<file path="config.mk">
export PLATFORM = sky130hd
export DESIGN_NAME = rgba_pixel_format_encoder
export DESIGN_NICKNAME = d
export VERILOG_FILES = /design/src/rtl/rpfe_pkg.sv /design/src/rtl/rpfe_lane.sv /design/src/rtl/rpfe_merge.sv /design/src/rtl/rgba_pixel_format_encoder.sv
export SDC_FILE = /design/constraint.sdc
export NUM_CORES = 2
export LEC_CHECK = 0
export ABC_AREA = 1
export BUFFER_PORTS_ARGS = -buffer_cell sky130_fd_sc_hd__buf_4
export CAP_MARGIN = 20
export CELL_PAD_IN_SITES_DETAIL_PLACEMENT = 2
export CELL_PAD_IN_SITES_GLOBAL_PLACEMENT = 2
export CORE_ASPECT_RATIO = 0.8
export CORE_MARGIN = 2
export CORE_UTILIZATION = 33
export CTS_CLUSTER_DIAMETER = 40
export DETAILED_ROUTE_END_ITERATION = 10
export PLACE_DENSITY_LB_ADDON = 0.08
export SLEW_MARGIN = 10
export SYNTH_ARGS = -nofsm -noshare
export SYNTH_HDL_FRONTEND = slang
export SYNTH_SLANG_ARGS = --single-unit
export TNS_END_PERCENT = 100
</file>
<file path="constraint.sdc">
create_clock -name clk -period 8.1 [get_ports clk]
set_clock_uncertainty 0.1 [all_clocks]
set_input_delay 1.62 -clock clk [delete_from_list [all_inputs] [get_ports clk]]
set_output_delay 1.62 -clock clk [all_outputs]
set_load 0.05 [all_outputs]
</file>
<file path="src/rtl/rpfe_pkg.sv">
// ----------------------------------------------------------------------------
// rpfe_pkg
// Shared types and constants for the RGBA pixel format encoder.
// ----------------------------------------------------------------------------
`default_nettype none

package rpfe_pkg;

    typedef enum logic [1:0] {
        FMT_RGBA8 = 2'd0,
        FMT_BGRA8 = 2'd1,
        FMT_HALF  = 2'd2,
        FMT_FLOAT = 2'd3
    } pix_fmt_t;

    localparam int unsigned LaneCount = 4;
    localparam int unsigned WordW     = 32;

    localparam logic [7:0]  ExpMax    = 8'hff;
    localparam logic [30:0] OneMag    = 31'h3f800000;
    // Below this exponent the scaled value stays under 0.5 and rounds to zero.
    localparam logic [7:0]  U8MinExp  = 8'd110;
    localparam logic [7:0]  U8OneExp  = 8'd127;
    localparam logic [7:0]  HalfBias  = 8'd112;
    localparam logic [7:0]  HalfSubLo = 8'd102;
    localparam logic [23:0] HalfRnd   = 24'h001000;
    localparam logic [4:0]  HalfExpInf = 5'h1f;

    typedef logic [WordW-1:0] word_t;

    typedef struct packed {
        logic     load;
        pix_fmt_t fmt;
    } lane_ctrl_t;

    typedef struct packed {
        logic s1_valid;
        logic out_ready;
    } mrg_ctrl_t;

endpackage

`default_nettype wire

</file>
<file path="src/rtl/rpfe_lane.sv">
// ----------------------------------------------------------------------------
// rpfe_lane
// Encodes one channel: clamp and half/single conversion plus the x255 product
// in the first stage, unorm8 rounding and format selection in the second.
// ----------------------------------------------------------------------------
`default_nettype none

module rpfe_lane
    import rpfe_pkg::*;
(
    input  wire logic       clk,
    input  wire lane_ctrl_t ctrl,
    input  wire word_t      bits,
    output word_t           result
);

    logic        sgn;
    logic [7:0]  ex;
    logic [22:0] man;
    logic        is_nan;
    logic        is_neg;
    logic        is_big;
    word_t       clamped;
    logic        vs;
    logic [7:0]  ve;
    logic [22:0] vm;
    logic [15:0] half_val;
    logic [23:0] sub_shift;
    logic [24:0] sub_sum;
    logic [23:0] nrm_sum;
    logic [4:0]  hex;
    logic [10:0] hm;
    logic [3:0]  sub_amt;
    logic [31:0] prod;
    logic        u8_zero;
    logic        u8_full;

    pix_fmt_t    fmt_reg;
    logic [15:0] half_reg;
    word_t       single_reg;
    logic        u8_zero_reg;
    logic        u8_full_reg;
    logic [31:0] prod_reg;
    logic [7:0]  exp_reg;

    always_comb
    begin
        sgn     = bits[31];
        ex      = bits[30:23];
        man     = bits[22:0];
        is_nan  = (ex == ExpMax) && (man != 23'd0);
        is_neg  = sgn && (bits[30:0] != 31'd0) && !is_nan;
        is_big  = !sgn && (bits[30:0] > OneMag) && !is_nan;
        clamped = is_neg ? '0 : (is_big ? {1'b0, OneMag} : bits);
        vs = clamped[31];
        ve = clamped[30:23];
        vm = clamped[22:0];

        sub_amt   = 4'(HalfBias + 8'd1 - ve);
        sub_shift = {1'b1, vm} >> sub_amt;
        sub_sum   = {1'b0, sub_shift} + {1'b0, HalfRnd};
        nrm_sum   = {1'b0, vm} + HalfRnd;
        hm        = nrm_sum[23:13];
        hex       = 5'(ve - HalfBias);
        if (hm[10])
        begin
            hex = hex + 5'd1;
            hm  = '0;
        end

        if (ve == ExpMax)
        begin
            half_val = {vs, HalfExpInf, 10'd0};
        end
        else if (ve <= HalfBias)
        begin
            if (ve < HalfSubLo)
                half_val = {vs, 15'd0};
            else
                half_val = {vs, 3'd0, sub_sum[24:13]};
        end
        else
        begin
            half_val = {vs, hex, hm[9:0]};
        end

        // Product of the full significand with 255, exact in 32 bits.
        prod    = {1'b1, man, 8'd0} - {8'd0, 1'b1, man};
        u8_zero = is_nan || sgn || (bits[30:0] == 31'd0) || (ex < U8MinExp);
        u8_full = !is_nan && !sgn && (ex >= U8OneExp);
    end

    always_ff @(posedge clk)
    begin
        if (ctrl.load)
        begin
            fmt_reg     <= ctrl.fmt;
            half_reg    <= half_val;
            single_reg  <= clamped;
            u8_zero_reg <= u8_zero;
            u8_full_reg <= u8_full;
            prod_reg    <= prod;
            exp_reg     <= ex;
        end
    end

    logic [23:0] keep;
    logic        rnd;
    logic [24:0] kept;
    logic [32:0] prod_rnd;
    logic [5:0]  sh_amt;
    logic [32:0] shifted;
    logic [8:0]  n_val;
    logic [7:0]  u8_val;

    always_comb
    begin
        // Round the product to single precision, nearest even.
        if (prod_reg[31])
        begin
            keep     = prod_reg[31:8];
            rnd      = prod_reg[7] && ((prod_reg[6:0] != 7'd0) || prod_reg[8]);
            kept     = {1'b0, keep} + {24'd0, rnd};
            prod_rnd = {kept, 8'd0};
        end
        else
        begin
            keep     = prod_reg[30:7];
            rnd      = prod_reg[6] && ((prod_reg[5:0] != 6'd0) || prod_reg[7]);
            kept     = {1'b0, keep} + {24'd0, rnd};
            prod_rnd = {1'b0, kept, 7'd0};
        end
        // Keep one fraction bit below the integer part for half-up rounding.
        sh_amt  = 6'(8'd149 - exp_reg);
        shifted = prod_rnd >> sh_amt;
        n_val   = shifted[9:1] + {8'd0, shifted[0]};
        if (u8_zero_reg)
            u8_val = 8'd0;
        else if (u8_full_reg)
            u8_val = 8'd255;
        else
            u8_val = n_val[7:0];

        unique case (fmt_reg)
            FMT_RGBA8, FMT_BGRA8: result = {24'd0, u8_val};
            FMT_HALF:             result = {16'd0, half_reg};
            FMT_FLOAT:            result = single_reg;
            default:              result = '0;
        endcase
    end

endmodule

`default_nettype wire

</file>
<file path="src/rtl/rpfe_merge.sv">
// ----------------------------------------------------------------------------
// rpfe_merge
// Output register stage that gathers the four lane results into one request.
// ----------------------------------------------------------------------------
`default_nettype none

module rpfe_merge
    import rpfe_pkg::*;
(
    input  wire logic      clk,
    input  wire logic      rst_n,
    input  wire mrg_ctrl_t ctrl,
    input  wire word_t     lane_res [LaneCount],
    output logic           out_free,
    output logic           out_valid,
    output word_t          lane_out [LaneCount]
);

    logic out_valid_reg;
    logic out_valid_next;
    word_t lane_reg [LaneCount];

    assign out_free       = !out_valid_reg || ctrl.out_ready;
    assign out_valid_next = out_free ? ctrl.s1_valid : 1'b1;
    assign out_valid      = out_valid_reg;

    always_ff @(posedge clk or negedge rst_n)
    begin
        if (!rst_n)
            out_valid_reg <= 1'b0;
        else
            out_valid_reg <= out_valid_next;
    end

    always_ff @(posedge clk)
    begin
        if (out_free && ctrl.s1_valid)
            lane_reg <= lane_res;
    end

    assign lane_out = lane_reg;

endmodule

`default_nettype wire

</file>
<file path="src/rtl/rgba_pixel_format_encoder.sv">
// ----------------------------------------------------------------------------
// rgba_pixel_format_encoder
// Packs one float32 RGBA pixel into rgba8, bgra8, half or single storage.
// ----------------------------------------------------------------------------
// Accepts one pixel per clock unless the output stalls and delivers it from
// the output register; four lane encoders run in parallel, each registering
// the clamp and x255 product and then rounding into the shared output
// register. A stalled output holds the pipeline. The format register is
// sampled with each pixel, so write it only while the block is idle.
`default_nettype none

module rgba_pixel_format_encoder
    import rpfe_pkg::*;
(
    input  wire logic        clk,
    input  wire logic        rst_n,
    input  wire logic        cfg_valid,
    output logic             cfg_ready,
    input  wire logic [1:0]  pixel_format,
    input  wire logic        in_valid,
    output logic             in_ready,
    input  wire logic [31:0] red_bits,
    input  wire logic [31:0] green_bits,
    input  wire logic [31:0] blue_bits,
    input  wire logic [31:0] alpha_bits,
    output logic             out_valid,
    input  wire logic        out_ready,
    output logic [31:0]      lane_zero,
    output logic [31:0]      lane_one,
    output logic [31:0]      lane_two,
    output logic [31:0]      lane_three
);

    pix_fmt_t   fmt_reg;
    logic       s1_valid_reg;
    logic       s1_valid_next;
    logic       out_free;
    logic       load;
    lane_ctrl_t lctrl;
    mrg_ctrl_t  mctrl;
    word_t      lane_in  [LaneCount];
    word_t      lane_res [LaneCount];
    word_t      lane_out [LaneCount];

    assign cfg_ready = 1'b1;

    always_ff @(posedge clk or negedge rst_n)
    begin
        if (!rst_n)
            fmt_reg <= FMT_RGBA8;
        else if (cfg_valid)
            fmt_reg <= pix_fmt_t'(pixel_format);
    end

    assign in_ready      = !s1_valid_reg || out_free;
    assign load          = in_valid && in_ready;
    assign s1_valid_next = load ? 1'b1 : (out_free ? 1'b0 : s1_valid_reg);

    always_ff @(posedge clk or negedge rst_n)
    begin
        if (!rst_n)
            s1_valid_reg <= 1'b0;
        else
            s1_valid_reg <= s1_valid_next;
    end

    // bgra8 swaps red and blue in memory order.
    always_comb
    begin
        lane_in[0] = (fmt_reg == FMT_BGRA8) ? blue_bits : red_bits;
        lane_in[1] = green_bits;
        lane_in[2] = (fmt_reg == FMT_BGRA8) ? red_bits : blue_bits;
        lane_in[3] = alpha_bits;
        lctrl.load = load;
        lctrl.fmt  = fmt_reg;
        mctrl.s1_valid  = s1_valid_reg;
        mctrl.out_ready = out_ready;
    end

    for (genvar i = 0; i < LaneCount; i++)
    begin : g_lane
        rpfe_lane u_lane (
            .clk    (clk),
            .ctrl   (lctrl),
            .bits   (lane_in[i]),
            .result (lane_res[i])
        );
    end

    rpfe_merge u_merge (
        .clk      (clk),
        .rst_n    (rst_n),
        .ctrl     (mctrl),
        .lane_res (lane_res),
        .out_free (out_free),
        .out_valid(out_valid),
        .lane_out (lane_out)
    );

    assign lane_zero  = lane_out[0];
    assign lane_one   = lane_out[1];
    assign lane_two   = lane_out[2];
    assign lane_three = lane_out[3];

endmodule

`default_nettype wire

</file>
Word-level counts from Yosys, hierarchy flattened
Index checks and enable logic that the tools add are counted.

Add/subtract/negate cells: 40. $lt $le $gt $ge: 20. Eq/ne operators: 12. Shift-type cells: 8. Muxes and demuxes: 45. Reduce and logical (&&, ||, !) cells: 93.

Operator list (number): $pmux W32 S3 (4); $mux W32 (10); $add A24 B1 Y25 (8); $mux W33 (4); $shr A33 B6 Y9 (4); $sub A32 B24 Y32 (4); $gt A31 B30 Y1 const B (4); $logic_not A31 Y1 (4); $reduce_bool A31 Y1 (4); $add A24 B13 Y25 const B (4); $add A23 B13 Y24 const B (4); $shr A24 B4 Y24 (4); $reduce_bool A23 Y1 (4); $eq A8 B8 Y1 const B (8); $lt A8 B7 Y1 const B (8); $mux W8 (8); $mux W15 (4); $mux W12 (4); $mux W10 (4); $logic_and A1 B1 Y1 (38); $add A8 B1 Y8 (4); $ge A8 B7 Y1 const B (4); $le A8 B7 Y1 const B (4); $reduce_bool A7 Y1 (4); 14 further kinds (66).

Register bits: 486. Input port bits: 135. Output and inout bits: 131. Word-level logic and storage cells: 254.

Logic depth before layout (Yosys ltp)
Word-level depth: 13. Gate-level depth with buffers: 36. Depth with buffers taken out: 30.

Hierarchy
Synthesis repeated with hierarchy kept, for this count alone.

Cells, all modules: 5324. Area total of the unflattened synthesis: 38665.8 µm².

By module, submodules not included: rpfe_lane (g_lane[0].u_lane ...) (instances 2, cells each 1238, area an instance 8401.8 µm², seq. area each 2672.6 µm²); rpfe_lane (g_lane[2].u_lane) (instances 1, cells each 1234, area an instance 8455.6 µm², seq. area each 2672.6 µm²); rpfe_lane (g_lane[1].u_lane) (instances 1, cells each 1251, area an instance 8430.6 µm², seq. area each 2672.6 µm²); rpfe_merge (instances 1, cells each 134, area an instance 3888.7 µm², seq. area each 3868.7 µm²); rgba_pixel_format_encoder (instances 1, cells each 229, area an instance 1087.3 µm², seq. area each 75.1 µm²).

Least setup slack after synthesis
No wires, ideal clock.

Path kind: input port to flip-flop. From: input out_ready. To: register g_lane[0].u_lane.exp_reg[0] (enable). Setup time: 697 ps. Data arrival time: 8941 ps. Data required time: 7303 ps. Slack: -1638 ps. Cell stages on the path: 4. Path buffers: 0. Path through: inv_1 nand3_1 nand2_1 inv_1.

Word-level cells in the longest chain between the ends: 3.

RTL lines: start: declaration (RTL line rgba_pixel_format_encoder.sv:27) `input wire logic out_ready,`; $logic_or A1 B1 Y1 (RTL line rpfe_merge.sv:23) `assign out_free = !out_valid_reg || ctrl.out_ready;`; $logic_or A1 B1 Y1 (RTL line rgba_pixel_format_encoder.sv:55) `assign in_ready = !s1_valid_reg || out_free;`; net in_ready (RTL line rgba_pixel_format_encoder.sv:21) `output logic in_ready,`; $logic_and A1 B1 Y1 (RTL line rgba_pixel_format_encoder.sv:56) `assign load = in_valid && in_ready;`; net load (RTL line rgba_pixel_format_encoder.sv:38) `logic load;`; end signal: assignment (RTL line rpfe_lane.sv:103) `exp_reg <= ex;`; end: declaration (RTL line rpfe_lane.sv:44) `logic [7:0] exp_reg;`.

The timed path passes the listed nets, and every way through them passes these cells. A chain may end at the register's enable or synchronous reset.

Worst setup path in the final report
From: register fmt_reg[0]. To: register g_lane[0].u_lane.half_reg[3] (data pin).

Word-level cells in the longest chain between the ends: 13. Elaborated cells between the ends (all ways): 25. Classes of those cells: add/sub: 3; order compare: 3; eq/ne: 3; shift: 1; mux: 6; reduce/logical: 9.

RTL lines: start: declaration (RTL line rgba_pixel_format_encoder.sv:34) `pix_fmt_t fmt_reg;`; start signal: assignment (RTL line rgba_pixel_format_encoder.sv:52) `fmt_reg <= pix_fmt_t'(pixel_format);`; $eq A2 B1 Y1 (*) (RTL line rgba_pixel_format_encoder.sv:70) `lane_in[0] = (fmt_reg == FMT_BGRA8) ? blue_bits : red_bits;`; $mux W32 (*) (RTL line rgba_pixel_format_encoder.sv:70); net g_lane[0].u_lane.bits[1] (RTL line rpfe_lane.sv:13) `input wire word_t bits,`; parallel branches: the longest is 5 deep, another holds $gt A31 B30 Y1; $mux W32 (*) (RTL line rpfe_lane.sv:54) `clamped = is_neg ? '0 : (is_big ? {1'b0, OneMag} : bits);`; $sub A1 B4 Y4 (RTL line rpfe_lane.sv:59) `sub_amt = 4'(HalfBias + 8'd1 - ve);`; $shr A24 B4 Y24 (RTL line rpfe_lane.sv:60) `sub_shift = {1'b1, vm} >> sub_amt;`; $add A24 B13 Y25 (RTL line rpfe_lane.sv:61) `sub_sum = {1'b0, sub_shift} + {1'b0, HalfRnd};`; $mux W12 (RTL line rpfe_lane.sv:77) `if (ve < HalfSubLo)`; $mux W15 (RTL line rpfe_lane.sv:75) `else if (ve <= HalfBias)`; end signal: assignment (RTL line rpfe_lane.sv:98) `half_reg <= half_val;`; end: declaration (RTL line rpfe_lane.sv:39) `logic [15:0] half_reg;`.

Mark *: on every way through the listed nets, which the timed path passes.

==> flow_summary.json <==
{
  "status": "finished clean",
  "die_area_sq_um": 116000,
  "worst-path-buf-inv": 3,
  "cpMaxStageDelayCell": "dfrtp_1",
  "hold_violations": 0,
  "crit-reg2reg-launch": "fmt_reg[0]$_DFFE_PN0P_",
  "initial_core_util_pct": 33.2,
  "fin_crit_sh_pct": 83.5,
  "maxSlewViolCount": 0,
  "ys_ff_latch": 482,
  "via_count": 37000,
  "reg2reg_depth": 25,
  "grt_overflow": 0,
  "drt_pass1_iterations": 5,
  "cpLargestDelayFamily": "simple AND/OR/NAND/NOR gates",
  "r2r_setup_slack_ps": 1330,
  "syn-cell-area_sq_um": 37400,
  "path_max_fanout": 45,
  "post-route-cell-area_sq_um": 43900,
  "grt_pass1_wl_mm": 247,
  "synth_edf_count": 478,
  "cts_root_buf": "clkbuf_16",
  "ios": 266,
  "post_cts_buffers": 0,
  "fp-row-count": 110,
  "layout_min_cycle_time_ps": 6770,
  "fp.dieW_um": 380,
  "vdd_drop_max_mv": 0.165,
  "max_freq_mhz": 148,
  "cts_tree": "built",
  "syn_inst": 5080,
  "hold_path_class": "reg2reg",
  "avgSynthCellArea_sq_um": 7.36,
  "drive_gt1_share_pct": 12.3,
  "cp-end-kind": "flop",
  "post-synth-top-count-cell": "nand2_1",
  "hpwl_mm": 129,
  "ys_warn_count": 0,
  "fillers": 13300,
  "synth_ff_type": "edfxtp_1",
  "numCtsBuffers": 89,
  "antenna_found_initial": 9,
  "ys_top_cells_by_area": "edfxtp_1 (38%), nand2_1 (14%), nand3_1 (7.5%)",
  "finalSetupViolCount": 0,
  "yosysSeqAreaShare_pct": 38.7,
  "powerDensity_nw_per_um2": 239,
  "multi_input_area_sq_um": 19900,
  "hold_buffers": 0,
  "area_growth_pct": 17.5,
  "htree_levels": 3,
  "clk_pin_slew_ps": 60,
  "gp_congestion": 0.893,
  "yosys.cell_types.count": 70,
  "hold_depth": 1,
  "min_to": "u_merge.lane_out[44]$_SDFFCE_PP0P_",
  "antenna_left": 0,
  "cp_common_cell": "nand2_1",
  "clk-insertion-delay-late_ps": 720,
  "cts.sinks": 482,
  "timing.rr.end": "g_lane[0].u_lane.half_reg[3]$_SDFFCE_PN0P_",
  "grt_max_degree": 73,
  "grt_pass1_vias": 39000,
  "die_h_um": 305,
  "coreArea_sq_um": 112000,
  "drtIter0Drc": 2477,
  "worstPathArrival_ps": 7060,
  "critical_path_class": "reg2reg",
  "total_power_mw": 10.5,
  "drv_cap": 0,
  "seq_area_sq_um": 14500,
  "crit_path_start_kind": "flop",
  "max_stage_delay_ps": 900,
  "postRouteWirelength_mm": 163,
  "cp.required_ps": 8400,
  "ctsResizeCount": 0,
  "whs_ps": 421,
  "grt_usage_pct": 27.7,
  "synth-async-reset-ratio_pct": 0.830,
  "drc": 0,
  "synth_common_cells": "nand2_1 (1380), nand3_1 (563), inv_1 (532)",
  "synth_top_area_share_pct": 38.4,
  "yosys.area.top_type": "edfxtp_1",
  "syn-num-nets": 5323,
  "clock_path_buffers": 3,
  "vias_per_cell": 5.36,
  "grt_setup_unrepaired": "false",
  "tightest_slew_ps": 1020,
  "worst_hold_startpoint": "g_lane[2].u_lane.half_reg[12]$_SDFFCE_PN1P_",
  "tns_ps": 0,
  "io_buffers": 264,
  "wl_per_cell_um": 23.6,
  "nets": 5561,
  "dpl-instance-area_sq_um": 40700,
  "slew_headroom_pct": 31.7,
  "p_leak_nw": 19.3
}
-- metal layers --
layer / wire (um) / share of wire [%] / track usage [%]
met1: 79700 / 49 / 40.2
met3: 8610 / 5.3 / 4.90
met4: 3500 / 2.2 / 6.38
met5: 13 / 0.0080 / 0
met2: 70900 / 44 / 42.4
-- through the flow --
step | std cells | util [%] | worst slack [ps]
global placement | 6739 | 36.2 | 1560
detailed placement | 6739 | 36.2 | 1180
finish | 6906 | 39.0 | 1330
floorplan | 5080 | - | 131
CTS | 6905 | 39.0 | 1380
global route | 6906 | 39.0 | 771
-- cells by family after synthesis --
group | after synthesis | synth area share, %
AO/OA/AOI/OAI | 665 | 10.6
XOR/XNOR | 208 | 4.87
adder cells (fa/ha/maj) | 108 | 3.62
buffers and inverters | 736 | 8.11
flip-flops | 482 | 38.7
multiplexers | 9 | 0.241
other | 1 | 0.0100
AND/OR/NAND/NOR | 2871 | 33.9
-- power by group --
group          switching, mW  total, mW  internal (mW)
Combinational           2.33       3.20          0.871
Clock                   1.51       3.97           2.46
Sequential             0.204       3.33           3.13
-- placed cells by master, fill, tap and decap left out, types with 11 or more instances in the layout --
| master | Yosys | routed |
|---|---|---|
| nor4_1 | 18 | 18 |
| nand2_1 | 1380 | 1379 |
| o21ai_1 | 25 | 25 |
| o211ai_1 | 15 | 15 |
| o21ai_2 | 14 | 14 |
| edfxtp_1 | 478 | 478 |
| clkbuf_1 | 76 | 11 |
| or2_2 | 42 | 42 |
| inv_1 | 532 | 531 |
| o21ai_0 | 258 | 258 |
| nor2_1 | 511 | 510 |
| nand4_1 | 160 | 160 |
| xor2_1 | 155 | 155 |
| bufinv_16 | 0 | 12 |
| xnor2_1 | 53 | 53 |
| a21oi_1 | 201 | 200 |
| buf_4 | 9 | 304 |
| nand2_4 | 10 | 11 |
| nor2_2 | 25 | 25 |
| clkinv_1 | 16 | 19 |
| a22o_1 | 40 | 40 |
| nor2_4 | 10 | 11 |
| nor3_1 | 81 | 81 |
| ha_1 | 108 | 108 |
| inv_2 | 28 | 27 |
| a31oi_1 | 20 | 20 |
| clkbuf_16 | 0 | 89 |
| nand2_2 | 33 | 33 |
| nand3_1 | 563 | 562 |
-- worst max path at each step --
| stage | startpoint | endpoint | slack (ps) | cells after the start |
|---|---|---|---|---|
| 3_3_place_gp | red_bits[0] | g_lane[0].u_lane.half_reg[8]$_SDFFCE_PN0P_ | 1560 | 22 |
| 3_5_place_dp | green_bits[0] | g_lane[1].u_lane.half_reg[7]$_SDFFCE_PN0P_ | 1180 | 26 |
| 6_report | fmt_reg[0]$_DFFE_PN0P_ | g_lane[0].u_lane.half_reg[3]$_SDFFCE_PN0P_ | 1330 | 25 |
| 5_1_grt | fmt_reg[0]$_DFFE_PN0P_ | g_lane[0].u_lane.half_reg[3]$_SDFFCE_PN0P_ | 770 | 25 |
| 4_1_cts | fmt_reg[0]$_DFFE_PN0P_ | g_lane[0].u_lane.half_reg[3]$_SDFFCE_PN0P_ | 1380 | 25 |
| 2_1_floorplan | out_ready | g_lane[0].u_lane.exp_reg[0]$_DFFE_PP_ | 130 | 4 |
-- area by class of cell --
type | count | share of cell area (%)
Antenna cell | 1 | 0.00570
Clock buffer | 100 | 5.17
Clock inverter | 66 | 2.05
Inverter | 579 | 4.98
Multi-Input combinational cell | 3862 | 45.4
Sequential cell | 482 | 32.9
Tap cell | 1512 | 4.31
Timing Repair Buffer | 304 | 5.20
Power figures use the tool's default switching activity.
